===== src/rational_arithmetic_unit_defines.svh =====
// Assertion macros for the rational arithmetic unit.
// Depends on nothing; included by modules that assert.
`ifndef RATIONAL_ARITHMETIC_UNIT_DEFINES_SVH
`define RATIONAL_ARITHMETIC_UNIT_DEFINES_SVH
`ifndef SYNTHESIS
`define RAU_ASSERT(lbl, clk, rstn, prop) \
  lbl: assert property (@(posedge clk) disable iff (!rstn) prop) else $error("assert failed");
`define RAU_ASSERT_NORST(lbl, clk, prop) \
  lbl: assert property (@(posedge clk) prop) else $error("assert failed");
`else
`define RAU_ASSERT(lbl, clk, rstn, prop)
`define RAU_ASSERT_NORST(lbl, clk, prop)
`endif
`endif


===== src/rau_pkg.sv =====
// Shared types and constants for the rational arithmetic unit.
// No dependencies.
package rau_pkg;
  localparam int unsigned OperandWidth = 16;
  localparam int unsigned ProdWidth = 2 * OperandWidth;
  localparam int unsigned MagWidth = ProdWidth + 1;
  localparam int unsigned StepWidth = $clog2(MagWidth + 1);

  typedef enum logic [2:0] {
    FuncAdd = 3'd0, FuncSub = 3'd1, FuncMul = 3'd2, FuncDiv = 3'd3,
    FuncEq = 3'd4, FuncNe = 3'd5, FuncGt = 3'd6, FuncLt = 3'd7
  } func_e;

  typedef struct packed {
    logic                  err;
    logic                  is_cmp;
    logic [2:0]            func;
    logic                  an_neg;
    logic [OperandWidth-1:0] an_mag;
    logic [OperandWidth-1:0] ad_mag;
    logic                  bn_neg;
    logic [OperandWidth-1:0] bn_mag;
    logic [OperandWidth-1:0] bd_mag;
  } item_t;
endpackage


===== src/rau_front.sv =====
// Front end: accept a word, classify it, fold signs into numerators.
// Depends on rau_pkg.
module rau_front import rau_pkg::*; (
  input  logic                    start_i,
  input  logic                    full_i,
  input  logic [2:0]              func_i,
  input  logic [OperandWidth-1:0] a_num_i,
  input  logic [OperandWidth-1:0] a_den_i,
  input  logic [OperandWidth-1:0] b_num_i,
  input  logic [OperandWidth-1:0] b_den_i,
  output logic                    push_o,
  output item_t                   item_o
);
  logic an_s, ad_s, bn_s, bd_s;
  logic [OperandWidth-1:0] an_m, ad_m, bn_m, bd_m;

  assign an_s = a_num_i[OperandWidth-1];
  assign ad_s = a_den_i[OperandWidth-1];
  assign bn_s = b_num_i[OperandWidth-1];
  assign bd_s = b_den_i[OperandWidth-1];
  assign an_m = an_s ? (~a_num_i + 1'b1) : a_num_i;
  assign ad_m = ad_s ? (~a_den_i + 1'b1) : a_den_i;
  assign bn_m = bn_s ? (~b_num_i + 1'b1) : b_num_i;
  assign bd_m = bd_s ? (~b_den_i + 1'b1) : b_den_i;

  assign push_o = start_i && !full_i;

  always_comb begin
    item_o.func = func_i;
    item_o.is_cmp = func_i[2];
    item_o.err = (ad_m == '0) || (bd_m == '0) ||
                 ((func_i == FuncDiv) && (bn_m == '0));
    item_o.an_mag = an_m;
    item_o.ad_mag = ad_m;
    item_o.bn_mag = bn_m;
    item_o.bd_mag = bd_m;
    item_o.an_neg = (an_m != '0) && (an_s != ad_s);
    item_o.bn_neg = (bn_m != '0) && ((bn_s != bd_s) ^ (func_i == FuncSub));
  end
endmodule


===== src/rau_queue.sv =====
// Two-entry queue between front and back end.
// Depends on rau_pkg.
module rau_queue import rau_pkg::*; (
  input  logic  clk_i,
  input  logic  rst_ni,
  input  logic  push_i,
  input  item_t data_i,
  input  logic  pop_i,
  output logic  full_o,
  output logic  empty_o,
  output item_t data_o
);
  item_t mem_q [2];
  logic wp_q, rp_q, wp_d, rp_d;
  logic [1:0] cnt_q, cnt_d;

  always_comb begin
    wp_d = wp_q ^ push_i;
    rp_d = rp_q ^ pop_i;
    cnt_d = cnt_q + {1'b0, push_i} - {1'b0, pop_i};
  end

  always_ff @(posedge clk_i or negedge rst_ni) begin
    if (!rst_ni) begin
      wp_q <= 1'b0;
      rp_q <= 1'b0;
      cnt_q <= '0;
    end else begin
      wp_q <= wp_d;
      rp_q <= rp_d;
      cnt_q <= cnt_d;
    end
  end

  always_ff @(posedge clk_i) begin
    if (push_i) begin
      mem_q[wp_q] <= data_i;
    end
  end

  assign data_o = mem_q[rp_q];
  assign full_o = cnt_q == 2'd2;
  assign empty_o = cnt_q == 2'd0;
endmodule


===== src/rau_back.sv =====
// Back end: cross products, sum, binary gcd, two restoring divisions.
// Depends on rau_pkg and the assertion macros header.
`include "rational_arithmetic_unit_defines.svh"
module rau_back import rau_pkg::*; (
  input  logic         clk_i,
  input  logic         rst_ni,
  input  logic         empty_i,
  input  item_t        item_i,
  output logic         pop_o,
  output logic         done_o,
  output logic [31:0]  res_num_o,
  output logic [30:0]  res_den_o,
  output logic         compare_true_o,
  output logic         status_o
);
  typedef enum logic [6:0] {
    StIdle = 7'b0000001, StMul = 7'b0000010, StSum = 7'b0000100,
    StGcd = 7'b0001000, StDivN = 7'b0010000, StDivD = 7'b0100000,
    StOut = 7'b1000000
  } state_e;

  state_e st_q, st_d;
  item_t it_q;
  logic [MagWidth-1:0] p1_q, p2_q, den_q, num_q, gx_q, gy_q, g_q;
  logic [MagWidth-1:0] quo_q, rem_q, nres_q;
  logic num_neg_q;
  logic [StepWidth-1:0] sh_q, cnt_q;
  logic [31:0] rn_q;
  logic [30:0] rd_q;
  logic cmp_q, stat_q;

  assign pop_o = (st_q == StIdle) && !empty_i;

  // gcd step
  logic [MagWidth-1:0] gx_n, gy_n, diff;
  logic gx_ev, gy_ev;
  always_comb begin
    gx_ev = !gx_q[0];
    gy_ev = !gy_q[0];
    diff = (gx_q > gy_q) ? (gx_q - gy_q) : (gy_q - gx_q);
    gx_n = gx_q;
    gy_n = gy_q;
    if (gx_ev && gy_ev) begin
      gx_n = gx_q >> 1;
      gy_n = gy_q >> 1;
    end else if (gx_ev) begin
      gx_n = gx_q >> 1;
    end else if (gy_ev) begin
      gy_n = gy_q >> 1;
    end else begin
      gx_n = (gx_q < gy_q) ? gx_q : gy_q;
      gy_n = diff;
    end
  end

  // restoring division step
  logic [MagWidth:0] trial;
  logic [MagWidth-1:0] rem_sh;
  assign rem_sh = {rem_q[MagWidth-2:0], quo_q[MagWidth-1]};
  assign trial = {1'b0, rem_sh} - {1'b0, g_q};

  logic [MagWidth-1:0] prod_a, prod_b, prod_c;
  assign prod_a = MagWidth'(it_q.an_mag) *
                  MagWidth'((it_q.func == FuncMul) ? it_q.bn_mag : it_q.bd_mag);
  assign prod_b = MagWidth'(it_q.bn_mag) * MagWidth'(it_q.ad_mag);
  assign prod_c = MagWidth'(it_q.ad_mag) *
                  MagWidth'((it_q.func == FuncDiv) ? it_q.bn_mag : it_q.bd_mag);

  logic s1, s2, sum_neg;
  logic [MagWidth-1:0] sum_mag;
  logic cmp_v;
  always_comb begin
    s1 = it_q.an_neg;
    s2 = it_q.bn_neg;
    sum_neg = s1;
    if (s1 == s2) begin
      sum_mag = p1_q + p2_q;
    end else if (p1_q >= p2_q) begin
      sum_mag = p1_q - p2_q;
    end else begin
      sum_mag = p2_q - p1_q;
      sum_neg = s2;
    end
    if (sum_mag == '0) sum_neg = 1'b0;
    unique case (it_q.func)
      FuncEq: cmp_v = (s1 == s2) && (p1_q == p2_q) || (p1_q == '0 && p2_q == '0);
      FuncNe: cmp_v = !((s1 == s2) && (p1_q == p2_q) || (p1_q == '0 && p2_q == '0));
      FuncGt: cmp_v = !s1 && s2 && (p1_q != '0 || p2_q != '0) ||
                      (!s1 && !s2 && p1_q > p2_q) || (s1 && s2 && p1_q < p2_q);
      FuncLt: cmp_v = s1 && !s2 && (p1_q != '0 || p2_q != '0) ||
                      (!s1 && !s2 && p1_q < p2_q) || (s1 && s2 && p1_q > p2_q);
      default: cmp_v = 1'b0;
    endcase
  end

  always_comb begin
    st_d = st_q;
    unique case (st_q)
      StIdle: if (!empty_i) st_d = StMul;
      StMul: st_d = it_q.err ? StOut : StSum;
      StSum: st_d = (it_q.is_cmp || sum_mag == '0 && it_q.func[1] == 1'b0 ||
                     it_q.func[1] && p1_q == '0) ? StOut : StGcd;
      StGcd: if (gx_q == gy_q) st_d = StDivN;
      StDivN: if (cnt_q == StepWidth'(MagWidth - 1)) st_d = StDivD;
      StDivD: if (cnt_q == StepWidth'(MagWidth - 1)) st_d = StOut;
      StOut: st_d = StIdle;
      default: st_d = StIdle;
    endcase
  end

  always_ff @(posedge clk_i or negedge rst_ni) begin
    if (!rst_ni) begin
      st_q <= StIdle;
    end else begin
      st_q <= st_d;
    end
  end

  always_ff @(posedge clk_i) begin
    unique case (st_q)
      StIdle: begin
        it_q <= item_i;
        rn_q <= '0;
        rd_q <= 31'd1;
        cmp_q <= 1'b0;
        stat_q <= item_i.err;
      end
      StMul: begin
        p1_q <= prod_a;
        p2_q <= prod_b;
        den_q <= prod_c;
      end
      StSum: begin
        if (it_q.is_cmp) begin
          cmp_q <= cmp_v;
        end
        if (it_q.func[1]) begin
          num_q <= p1_q;
          num_neg_q <= (p1_q != '0) && (it_q.an_neg ^ it_q.bn_neg);
          gx_q <= p1_q;
        end else begin
          num_q <= sum_mag;
          num_neg_q <= sum_neg;
          gx_q <= sum_mag;
        end
        gy_q <= den_q;
        sh_q <= '0;
      end
      StGcd: begin
        if (gx_q == gy_q) begin
          g_q <= gx_q << sh_q;
          quo_q <= num_q;
          rem_q <= '0;
          cnt_q <= '0;
        end else begin
          gx_q <= gx_n;
          gy_q <= gy_n;
          if (gx_ev && gy_ev) sh_q <= sh_q + 1'b1;
        end
      end
      StDivN, StDivD: begin
        if (cnt_q == StepWidth'(MagWidth - 1)) begin
          cnt_q <= '0;
          rem_q <= '0;
          if (st_q == StDivN) begin
            nres_q <= {quo_q[MagWidth-2:0], !trial[MagWidth]};
            quo_q <= den_q;
          end else begin
            rn_q <= num_neg_q ? (~nres_q[31:0] + 1'b1) : nres_q[31:0];
            rd_q <= {quo_q[29:0], !trial[MagWidth]};
          end
        end else begin
          cnt_q <= cnt_q + 1'b1;
          if (!trial[MagWidth]) begin
            rem_q <= trial[MagWidth-1:0];
            quo_q <= {quo_q[MagWidth-2:0], 1'b1};
          end else begin
            rem_q <= rem_sh;
            quo_q <= {quo_q[MagWidth-2:0], 1'b0};
          end
        end
      end
      StOut: ;
      default: ;
    endcase
  end

  assign done_o = st_q == StOut;
  assign res_num_o = rn_q;
  assign res_den_o = rd_q;
  assign compare_true_o = cmp_q;
  assign status_o = stat_q;

  `RAU_ASSERT(a_onehot, clk_i, rst_ni, $onehot(st_q))
  `RAU_ASSERT(a_pop_idle, clk_i, rst_ni, pop_o |=> st_q == StMul)
  `RAU_ASSERT(a_err_out, clk_i, rst_ni, done_o && status_o |-> res_den_o == 31'd1)
  `RAU_ASSERT(a_den_pos, clk_i, rst_ni, done_o |-> res_den_o != '0)
endmodule


===== src/rational_arithmetic_unit.sv =====
// Top level of the rational arithmetic unit.
// Depends on rau_pkg, rau_front, rau_queue, rau_back.
//
// channel  dir  handshake          word
// input    in   start_i && !busy_o func_i, a_num_i, a_den_i, b_num_i, b_den_i
// result   out  done_o (one cycle) res_num_o, res_den_o, compare_true_o, status_o
//
// From accept to result: errors, compares and zero results skip the gcd
// and the divisions; other arithmetic runs the binary gcd loop and then
// two 33-step restoring divisions.
// A two-word queue lets the front accept while the back works; busy_o is
// high when it is full. Reset is asynchronous and clears the control state.
// The receiver cannot stall; done_o flags each result for one cycle.
module rational_arithmetic_unit import rau_pkg::*; (
  input  logic                    clk_i,
  input  logic                    rst_ni,
  input  logic                    start_i,
  output logic                    busy_o,
  input  logic [2:0]              func_i,
  input  logic [OperandWidth-1:0] a_num_i,
  input  logic [OperandWidth-1:0] a_den_i,
  input  logic [OperandWidth-1:0] b_num_i,
  input  logic [OperandWidth-1:0] b_den_i,
  output logic                    done_o,
  output logic [31:0]             res_num_o,
  output logic [30:0]             res_den_o,
  output logic                    compare_true_o,
  output logic                    status_o
);
  item_t f_item, q_item;
  logic push, pop, full, empty;

  rau_front u_front (
    .start_i(start_i), .full_i(full), .func_i(func_i),
    .a_num_i(a_num_i), .a_den_i(a_den_i), .b_num_i(b_num_i), .b_den_i(b_den_i),
    .push_o(push), .item_o(f_item)
  );

  rau_queue u_queue (
    .clk_i(clk_i), .rst_ni(rst_ni), .push_i(push), .data_i(f_item),
    .pop_i(pop), .full_o(full), .empty_o(empty), .data_o(q_item)
  );

  rau_back u_back (
    .clk_i(clk_i), .rst_ni(rst_ni), .empty_i(empty), .item_i(q_item),
    .pop_o(pop), .done_o(done_o), .res_num_o(res_num_o), .res_den_o(res_den_o),
    .compare_true_o(compare_true_o), .status_o(status_o)
  );

  assign busy_o = full;
endmodule

===== config.mk =====
export PLATFORM = sky130hd
export DESIGN_NAME = rational_arithmetic_unit
export DESIGN_NICKNAME = d
export VERILOG_FILES = /design/src/rau_pkg.sv /design/src/rau_front.sv /design/src/rau_queue.sv /design/src/rau_back.sv /design/src/rational_arithmetic_unit.sv
export VERILOG_INCLUDE_DIRS = /design/src /design/src/src
export SDC_FILE = /design/constraint.sdc
export NUM_CORES = 2
export LEC_CHECK = 0
export ABC_AREA = 1
export BUFFER_PORTS_ARGS = -buffer_cell sky130_fd_sc_hd__buf_2
export CAP_MARGIN = 15
export CELL_PAD_IN_SITES_DETAIL_PLACEMENT = 1
export CELL_PAD_IN_SITES_GLOBAL_PLACEMENT = 1
export CORE_MARGIN = 1
export CORE_UTILIZATION = 55
export CTS_BUF_LIST = sky130_fd_sc_hd__clkbuf_4 sky130_fd_sc_hd__clkbuf_8
export CTS_CLUSTER_SIZE = 30
export DETAILED_ROUTE_END_ITERATION = 10
export PLACE_DENSITY = 0.95
export SYNTH_ARGS = -nofsm -noshare
export SYNTH_HDL_FRONTEND = slang
export SYNTH_SLANG_ARGS = --single-unit

===== constraint.sdc =====
create_clock -name clk_i -period 24 [get_ports clk_i]
set_input_delay 4.8 -clock clk_i [delete_from_list [all_inputs] [get_ports clk_i]]
set_output_delay 4.8 -clock clk_i [all_outputs]
set_load 0.005 [all_outputs]

==> results_dict.tcl <==
set metrics [dict create \
    die_area_um2 121000 \
    numPortBuffers 136 \
    syn-cell-area_um2 66000 \
    path_clk_slew_ns 0.07 \
    start_util_pct 55.7 \
    r2r_end "u_back.p1_q[30]" \
    grt_pass1_wl_um 407000 \
    startpoint "u_back.it_q[67]" \
    crit_end "u_back.p1_q[30]" \
    firstDrtPassIters 8 \
    fin_tns_setup_ns 0 \
    avgSynthCellArea_um2 8.13 \
    io_pins 137 \
    worstSetupStartpointType "register" \
    drtIter0Drc 6256 \
    maxCapViolations 0 \
    post_cts_resized 0 \
    dpl-instance-area_um2 68000 \
    reg2reg_depth 29 \
    num_vias 61200 \
    rows 126 \
    synth_edf_count 614 \
    tritoncts "built" \
    ys_warn_count 0 \
    layout-drive-gt1-share_pct 6.88 \
    max_freq_mhz 112 \
    outcome "completed" \
    critPathMaxFanout 62 \
    gp_congestion 1.01 \
    hold_viol_final 0 \
    setup_viol_count_final 0 \
    cts_max_level 3 \
    finalMaxSlewViolations 0 \
    routedWlPerCell_um 27.6 \
    syn2layout_area_growth_pct 6.55 \
    period_share_pct 37.2 \
    synth_cells 8120 \
    nets 9336 \
    end_kind "register" \
    worstPathArrival_ns 9.48 \
    wl_um 272000 \
    die_y_um 349 \
    ys_seq_area_share_pct 28.3 \
    synthArstFlopShare_pct 1.76 \
    final_cells 9845 \
    min_path_type "register to register" \
    r2r_start "u_back.it_q[67]" \
    n_fill_cell 14400 \
    rsz0062_at_grt "false" \
    reg2reg_slack_ns 15.08 \
    yosysTopAreaCellShare_pct 27.9 \
    grt_pass1_vias 67900 \
    yosysTopAreaCell "edfxtp_1" \
    clock_latency_ns 0.89 \
    coreArea_um2 119000 \
    crit_slowest_cell "fa_1" \
    crit_path_max_incr_delay_ns 0.59 \
    grt_overflow_total 0 \
    die_w_um 349 \
    viasPerCell 6.22 \
    drc 0 \
    antenna_found_initial 15 \
    dp.cells 9623 \
    post-cts-setup-buffers 0 \
    syn-num-nets 9314 \
    required_ns 24.56 \
    grt_usage_pct 44.8 \
    cts_root_buf "clkbuf_8" \
    synthTopCellsByArea "edfxtp_1 (28%), fa_1 (18%), nand2_1 (10%)" \
    finClkSkew_ns 0.0770 \
    numCtsBuffers 109 \
    hold_buffers 0 \
    maxSlewHeadroom_pct 12.1 \
    stdcell_area_um2 70400 \
    cts.sinks 625 \
    ys_ff_latch 625 \
    path_class "register to register" \
    synth_cell_types 67 \
    place_hpwl_um 202000 \
    cpMostUsedCell "fa_1" \
    grt_max_degree 107 \
    synth_flop_cell "edfxtp_1" \
    cts_max_path_buffers 3 \
    detail-route-antenna-nets 0 \
    worst_slew_pin_slew_ns 1.30 \
    layout_min_cycle_time_ns 8.92 \
]
-- Yosys cell counts, drive strengths merged, types with 2 or more instances --
library cell / n
o32ai: 6
a21o: 15
mux2: 70
o2111ai: 7
o211ai: 18
buf: 77
inv: 1592
or2: 16
a2111oi: 2
nor3b: 4
o21bai: 15
nor4: 29
o22ai: 10
clkbuf: 226
a31oi: 29
clkinv: 21
and3: 6
a221oi: 5
o221ai: 3
nand3b: 2
mux2i: 14
nor3: 64
nor2: 696
a211oi: 18
o221a: 2
o21a: 23
dfrtp: 10
a21oi: 438
ha: 534
o311ai: 2
fa: 590
nand2: 1868
and2: 2
o31ai: 7
xor2: 180
o21ai: 477
edfxtp: 614
nand3: 246
nand4: 79
a21boi: 11
xnor2: 87
-- cell usage in the layout (no fill, tap or decap), drive strengths merged, types with 6 or more instances in the layout --
cell type  instances
and3               6
o32ai              6
a21oi            438
o2111ai            7
a21boi            11
xnor2             87
inv             1596
buf              210
clkinv            65
nand4             79
mux2i             14
o21a              23
nand3            246
mux2              70
a31oi             29
nor2             696
xor2             180
ha               534
clkbuf           145
nand2           1868
o22ai             10
bufinv             6
fa               590
a21o              15
or2               16
o21bai            15
nor3              64
o31ai              7
o21ai            477
nor4              29
diode             15
dfrtp             10
edfxtp           614
o211ai            18
a211oi            18
-- flip-flops by register name, indices dropped and copies added (netlist names), 32 cells and up --
register,count
u_back.p1_q,33
u_back.num_q,33
u_back.g_q,33
u_back.p2_q,32
u_back.den_q,33
u_back.rem_q,32
u_queue.mem_q,140
u_back.res_num_o,32
u_back.quo_q,33
u_back.gx_q,33
u_back.it_q,67
u_back.gy_q,33
u_back.nres_q,32
-- worst max-delay path: cells and delay by family (launching register included) --
kind,cells,cell delay [ns]
AND/OR/NAND/NOR,7,0.90
buffers and inverters,7,1.68
flip-flops,1,0.57
XOR/XNOR,1,0.16
adder cells (fa/ha/maj),7,3.33
AO/OA/AOI/OAI,7,1.97
-- cells by family (layout without fill, tap and decap cells) --
kind of cell	Yosys count	count (layout)	synth area share, %
buffers and inverters	1916	2026	11.2
and+or+nand+nor	3013	3013	18.6
DFF	625	625	28.3
other	0	15	0
muxes	84	84	1.41
adders and majority gates	1124	1124	28.0
AOI/OAI and AO/OA	1091	1091	8.97
xor gates and xnor gates	267	267	3.54
-- routing by layer --
layer	vias up	part of all wire (%)	global-route usage, %
met5	-	0.044	0.240
met4	14	9.6	37.8
met3	1496	9.4	10.9
met2	4100	47	74.0
met1	30000	34	48.5
li1	25600	-	-
-- worst min path at each step --
stage	startpoint	endpoint	slack, ns	depth (start not counted)
after floorplan	u_back.quo_q[16]	u_back.nres_q[17]	0.43	0
after global placement	u_back.quo_q[28]	u_back.nres_q[29]	0.43	0
after detailed placement	u_back.quo_q[29]	u_back.nres_q[30]	0.44	0
after CTS	u_back.quo_q[28]	u_back.nres_q[29]	0.45	0
after global routing	u_back.quo_q[29]	u_back.nres_q[30]	0.46	0
final	u_back.quo_q[28]	u_back.nres_q[29]	0.46	0
-- final cells by class --
cell class | count | area, µm² | area share, %
well taps | 1600 | 2000 | 2.85
inverters | 1613 | 6060 | 8.61
multi-input cells | 5579 | 40000 | 56.9
clock inverters | 58 | 468 | 0.665
repair buffers | 214 | 1310 | 1.86
clock buffers | 141 | 1740 | 2.47
flip-flops and latches | 625 | 18700 | 26.6
diodes | 15 | 37.5 | 0.0533
-- per-stage QoR --
stage               hold WS (ns)  setup slack (ns)  util, %
floorplan                  0.426             10.94        -
global placement           0.429             15.80     57.4
detailed placement         0.439             15.36     57.4
CTS                        0.454             15.18     59.2
global route               0.461             14.77     59.3
finish                     0.457             15.08     59.4
Power is not shown: default switching activity piles up to over one toggle a cycle in this logic, so the estimate is an artifact.
